### src/rtl/core/pal_pkg.sv
// ----------------------------------------------------------------------------
// pal_pkg
// Shared widths, types and constants for the point-along-line projector.
// ----------------------------------------------------------------------------
package pal_pkg;

  localparam int COORD_WIDTH = 16;
  localparam int FRAC_BITS   = 8;
  localparam int GIVEN_W     = 25;
  localparam int DIFF_W      = COORD_WIDTH + 1;
  localparam int SQ_W        = 2 * DIFF_W;
  localparam int RAD_W       = SQ_W + 2 * FRAC_BITS;
  localparam int ROOT_W      = RAD_W / 2;
  localparam int LEN_W       = (ROOT_W > GIVEN_W) ? ROOT_W : GIVEN_W;
  localparam int PA_W        = COORD_WIDTH + LEN_W + 1;
  localparam int PT_W        = COORD_WIDTH + DIFF_W;
  localparam int PTS_W       = PT_W + FRAC_BITS;
  localparam int NUM_W       = ((PA_W > PTS_W) ? PA_W : PTS_W) + 1;
  localparam int QW          = COORD_WIDTH + 1;
  localparam int DIV_LAT     = QW + 2;

  localparam logic signed [COORD_WIDTH-1:0] COORD_MAX = {1'b0, {(COORD_WIDTH-1){1'b1}}};
  localparam logic signed [COORD_WIDTH-1:0] COORD_MIN = {1'b1, {(COORD_WIDTH-1){1'b0}}};

  // Per-item data that rides alongside the square root pipeline.
  typedef struct packed {
    logic                          action;
    logic [GIVEN_W-1:0]            given;
    logic signed [COORD_WIDTH-1:0] ax;
    logic signed [COORD_WIDTH-1:0] ay;
    logic signed [COORD_WIDTH-1:0] t;
    logic signed [DIFF_W-1:0]      dx;
    logic signed [DIFF_W-1:0]      dy;
  } side_t;

endpackage

### src/rtl/core/pal_div.sv
// ----------------------------------------------------------------------------
// pal_div
// Pipelined restoring divider with signed saturation of the quotient.
// ----------------------------------------------------------------------------
module pal_div (
  input  logic                                   clk,
  input  logic                                   neg,
  input  logic [pal_pkg::NUM_W-1:0]              mag,
  input  logic [pal_pkg::LEN_W-1:0]              len,
  output logic signed [pal_pkg::COORD_WIDTH-1:0] coord,
  output logic                                   sat
);

  localparam int NW = pal_pkg::NUM_W;
  localparam int Q  = pal_pkg::QW;
  localparam int CW = pal_pkg::COORD_WIDTH;

  logic                      ovf_q [0:Q];
  logic                      neg_q [0:Q];
  logic [NW-1:0]             rem_q [0:Q];
  logic [pal_pkg::LEN_W-1:0] len_q [0:Q];
  logic [Q-1:0]              quo_q [0:Q];
  logic [NW-1:0]             len_ext;

  // A quotient that needs more than Q bits is flagged once, up front.
  assign len_ext = NW'(len);

  always_ff @(posedge clk) begin
    ovf_q[0] <= ((mag >> Q) >= len_ext);
    neg_q[0] <= neg;
    rem_q[0] <= mag;
    len_q[0] <= len;
    quo_q[0] <= '0;
  end

  for (genvar s = 0; s < Q; s++) begin : g_step
    localparam int K = Q - 1 - s;
    logic [NW-1:0] sub;
    logic          ge;

    always_comb begin
      sub = NW'(len_q[s]) << K;
      ge  = (rem_q[s] >= sub);
    end

    always_ff @(posedge clk) begin
      ovf_q[s+1] <= ovf_q[s];
      neg_q[s+1] <= neg_q[s];
      rem_q[s+1] <= ge ? (rem_q[s] - sub) : rem_q[s];
      len_q[s+1] <= len_q[s];
      quo_q[s+1] <= {quo_q[s][Q-2:0], ge};
    end
  end

  localparam logic [Q-1:0] HALF = Q'(1) << (CW - 1);

  always_ff @(posedge clk) begin
    if (!neg_q[Q]) begin
      if (ovf_q[Q] || (quo_q[Q] > (HALF - Q'(1)))) begin
        coord <= pal_pkg::COORD_MAX;
        sat   <= 1'b1;
      end else begin
        coord <= quo_q[Q][CW-1:0];
        sat   <= 1'b0;
      end
    end else begin
      if (ovf_q[Q] || (quo_q[Q] > HALF)) begin
        coord <= pal_pkg::COORD_MIN;
        sat   <= 1'b1;
      end else begin
        coord <= CW'(Q'(0) - quo_q[Q]);
        sat   <= 1'b0;
      end
    end
  end

endmodule

### config.mk
export PLATFORM = sky130hd
export DESIGN_NAME = pal_div
export DESIGN_NICKNAME = d
export VERILOG_FILES = /design/src/rtl/core/pal_pkg.sv /design/src/rtl/core/pal_div.sv
export SDC_FILE = /design/constraint.sdc
export NUM_CORES = 2
export LEC_CHECK = 0
export ABC_CLOCK_PERIOD_IN_PS = 3650
export BUFFER_PORTS_ARGS = -buffer_cell sky130_fd_sc_hd__clkbuf_2
export CELL_PAD_IN_SITES_DETAIL_PLACEMENT = 0
export CELL_PAD_IN_SITES_GLOBAL_PLACEMENT = 1
export CORE_UTILIZATION = 30
export CTS_CLUSTER_DIAMETER = 120
export DETAILED_ROUTE_END_ITERATION = 8
export PLACE_DENSITY_LB_ADDON = 0.1
export SYNTH_ARGS = -nofsm -noshare
export SYNTH_HDL_FRONTEND = slang
export SYNTH_SLANG_ARGS = --single-unit
### constraint.sdc
create_clock -name clk -period 3.65 [get_ports clk]
set_input_delay 0.5475 -clock clk [delete_from_list [all_inputs] [get_ports clk]]
set_output_delay 0.5475 -clock clk [all_outputs]
set_load 0.01 [all_outputs]
==> summary.txt <==
post-DP HPWL -> 136 mm
worst reg-to-reg setup slack -> 0.16 ns
Longest Clk Path Bufs -> 3
placed cell count -> 9116
Post-Synthesis Cells -> 6390
Final Wtd Congestion -> 0.841
# fillers -> 19900
Clock transition at path regs -> 0.06 ns
Post-Syn Area -> 0.0593 mm2
Max Fclk -> 286 MHz
Slowest cell on crit path -> or4b_2
Combinational Power Share -> 40.0%
Core ar. -> 0.196 mm2
synthesized area per cell -> 9.28 um2
Worst slew margin -> 51.0%
Yosys warning count -> 0
critical path fanouts, max -> 10
router iterations before antenna repair -> 6
Crit. End Element -> flip-flop
Iteration-0 DRC Markers -> 2197
vias in the first global route -> 44900
Layout Cells excl Fill -> 9477
area grow syn2layout -> 18.7%
Post-synth top flop -> dfxtp_1
syn_nets -> 6928
first-pass GRT wire length -> 263 mm
# IOs -> 87
via count -> 44600
CTS tree -> built
clk_lat worst skew -> 0.79 ns
gr ovfl total -> 0
die area -> 0.200 mm2
worst-path cell chain -> inv_1, ha_2, or4b_2, nor3b_4, and4b_1, o211ai_1, o211ai_1, a41oi_4, or2_2, a2111oi_2, o22ai_1
Final Skew -> 0.0314 ns
maxcap violations -> 0
WS Path Type -> flip-flop to flip-flop
Post-synth ARST share -> 0%
clock power share -> 25.7%
CP peak stage delay -> 0.64 ns
largest net degree at the start of global routing -> 48
Crit path max-delay family -> simple AND/OR/NAND/NOR gates
Die W -> 447 um
Tcrit/Tclk final -> 95.6%
VDD IR max -> 480 uV
count of different cell masters after synthesis -> 87
Avg WL per Cell -> 17.9 um
DR vias/cell -> 4.70
detailed-route DRC error count -> 0
NumNets Final -> 7262
initial core utilization -> 30.3%
Tmin final -> 3.49 ns
share of layout cells above drive strength 1 -> 10.3%
WL final -> 170 mm
status -> finished, final reports clean
setup_tns -> 0 ns
CTS sink cnt -> 1362
Critical Path Start Type -> flip-flop
worst endpoint required time -> 4.31 ns
leakage -> 31.1 nW
Switching Fraction -> 37.3%
final hold violations -> 0
Flop pwr share -> 34.3%
Final ANT Viol Nets -> 0
CTS root buf -> clkbuf_16
H-Tree Depth -> 4
sequential area share after synthesis -> 46.0%
Bufs and invs on worst path -> 1
site row count -> 162
Final Max Slew Viols -> 0
actual slew at the worst max-slew pin -> 0.727 ns
Switching Power -> 24.1 mW
port buffer count -> 86
WP data arrival -> 4.15 ns
initial antenna violation count -> 6
Die Span Y -> 447 um
Power Dens Cells -> 916 mW/mm2
Top cell by count, worst path -> o211ai_1
Tot GR Track Use -> 16.9%
hold crit path type -> flip-flop to flip-flop
#FFs+latches synth -> 1362
CTS Buf Count -> 157
Int Power -> 40.4 mW
number of synthesized flops with an enable pin -> 0
setup violators final -> 0
routing by layer:
layer / vias up / wire length, um / GRT usage, %
li1: 23000 / - / -
met1: 20800 / 76700 / 20.8
met2: 566 / 84900 / 30.4
met3: 221 / 4370 / 2.28
met4: 0 / 3830 / 4.72
met5: - / 0 / 0
repair_timing:
| item | 4_1_cts | 5_1_grt |
|---|---|---|
| hold endpoints to repair | 69 | 0 |
| hold buffers | 69 | 0 |
| cloned | 0 | 0 |
| setup buffers | 0 | 4 |
| setup endpoints to repair | 40 | 108 |
| gates resized for setup | 12 | 28 |
| pin swaps | 0 | 6 |
power groups by stage:
stage	sequential, mW	combinational, mW	clock, mW
6_report	22.1	25.8	16.5
5_1_grt	22.5	29.0	17.8
4_1_cts	22.3	26.0	17.2
3_5_place_dp	22.6	25.7	0
3_3_place_gp	22.6	25.8	0
2_1_floorplan	20.7	19.2	0
worst register-to-register path: stages (launching register included):
cell	delay [ns]
dfxtp_1	0.32
inv_1	0.05
ha_2	0.41
or4b_2	0.64
nor3b_4	0.27
and4b_1	0.32
o211ai_1	0.13
o211ai_1	0.22
a41oi_4	0.13
or2_2	0.39
a2111oi_2	0.35
o22ai_1	0.14
final timing paths:
check / start / end / cells past startpoint
worst min-delay path: quo_q[7][0] / quo_q[8][1] / 0
worst max register to register: len_q[9][11] / rem_q[10][34] / 11
worst max-delay path: len_q[9][11] / rem_q[10][34] / 11
worst min register to register: quo_q[7][0] / quo_q[8][1] / 0
layout make-up:
| cell class | instances | area, um2 | share of cell area (%) |
|---|---|---|---|
| multi-input cells | 4272 | 29400 | 41.8 |
| flip-flops and latches | 1362 | 27300 | 38.7 |
| clock buffers | 214 | 4470 | 6.35 |
| well taps | 2624 | 3280 | 4.66 |
| repair buffers | 336 | 2660 | 3.77 |
| inverters | 595 | 2230 | 3.17 |
| clock inverters | 73 | 1090 | 1.54 |
| diodes | 1 | 2.50 | 0.00355 |
layout by cell type, fill, tap and decap left out, types with 45 or more instances in the layout:
master         count
a211oi_1          45
a21o_1           191
a21oi_1          551
buf_4            167
clkbuf_16        158
clkbuf_2          86
dfxtp_1         1362
dlygate4sd3_1     69
ha_1             451
inv_1            594
mux2_2            93
nand2_1          398
nand2b_1          56
nand3_1          123
nand4_1           96
nor2_1           472
nor2b_1           62
nor3_1           123
nor4_1            72
o21a_1            66
o21ai_0          324
o21bai_1          48
or3_1             46
xnor2_1          263
xor2_1           198
stage by stage:
step / hold WS (ns) / utilization [%] / cell area [um2] / setup WS [ns] / total power [mW]
2_1_floorplan: 0.310 / - / 59300 / 0.219 / 39.9
3_3_place_gp: 0.310 / 32.7 / 64000 / -0.297 / 48.4
3_5_place_dp: 0.312 / 32.7 / 64000 / -0.326 / 48.2
4_1_cts: 0.319 / 35.9 / 70300 / 0.00774 / 65.4
5_1_grt: 0.321 / 36.0 / 70400 / -0.0169 / 69.4
6_report: 0.316 / 36.0 / 70400 / 0.159 / 64.5
state kept, by name (all words and copies together), names as in the netlist:
| register | flops |
|---|---|
| rem_q | 731 |
| len_q | 425 |
| quo_q | 153 |
| neg_q | 18 |
| ovf_q | 18 |
| coord | 16 |
| sat | 1 |
Yosys cell counts, drive strengths merged, types with 49 or more instances:
| cell | n | share of area, % |
|---|---|---|
| a21o | 191 | 2.4 |
| nor2b | 62 | 0.65 |
| inv | 595 | 3.8 |
| dfxtp | 1362 | 46 |
| o21a | 67 | 0.85 |
| nand3 | 123 | 1.0 |
| nand2b | 56 | 0.59 |
| ha | 452 | 9.5 |
| nand4 | 96 | 1.0 |
| xor2 | 198 | 2.9 |
| nor2 | 474 | 3.0 |
| o21bai | 49 | 0.62 |
| mux2 | 94 | 1.8 |
| clkbuf | 134 | 0.85 |
| nor3 | 124 | 1.0 |
| a21oi | 554 | 4.7 |
| xnor2 | 263 | 3.9 |
| nor4 | 77 | 0.81 |
| o21ai | 330 | 2.8 |
| nand2 | 399 | 2.5 |
kinds of logic (layout without fill, tap and decap cells):
group / Yosys count / count (layout) / share of synthesized area (%)
other: 0 / 1 / 0
flip-flops: 1362 / 1362 / 46.0
adder cells (fa/ha/maj): 468 / 468 / 10.1
AND/OR/NAND/NOR: 1684 / 1684 / 14.0
XOR/XNOR: 461 / 461 / 6.81
AO/OA/AOI/OAI: 1558 / 1558 / 16.4
multiplexers: 101 / 101 / 1.90
buffers and inverters: 756 / 1218 / 4.86
Power figures use the tool's default switching activity.
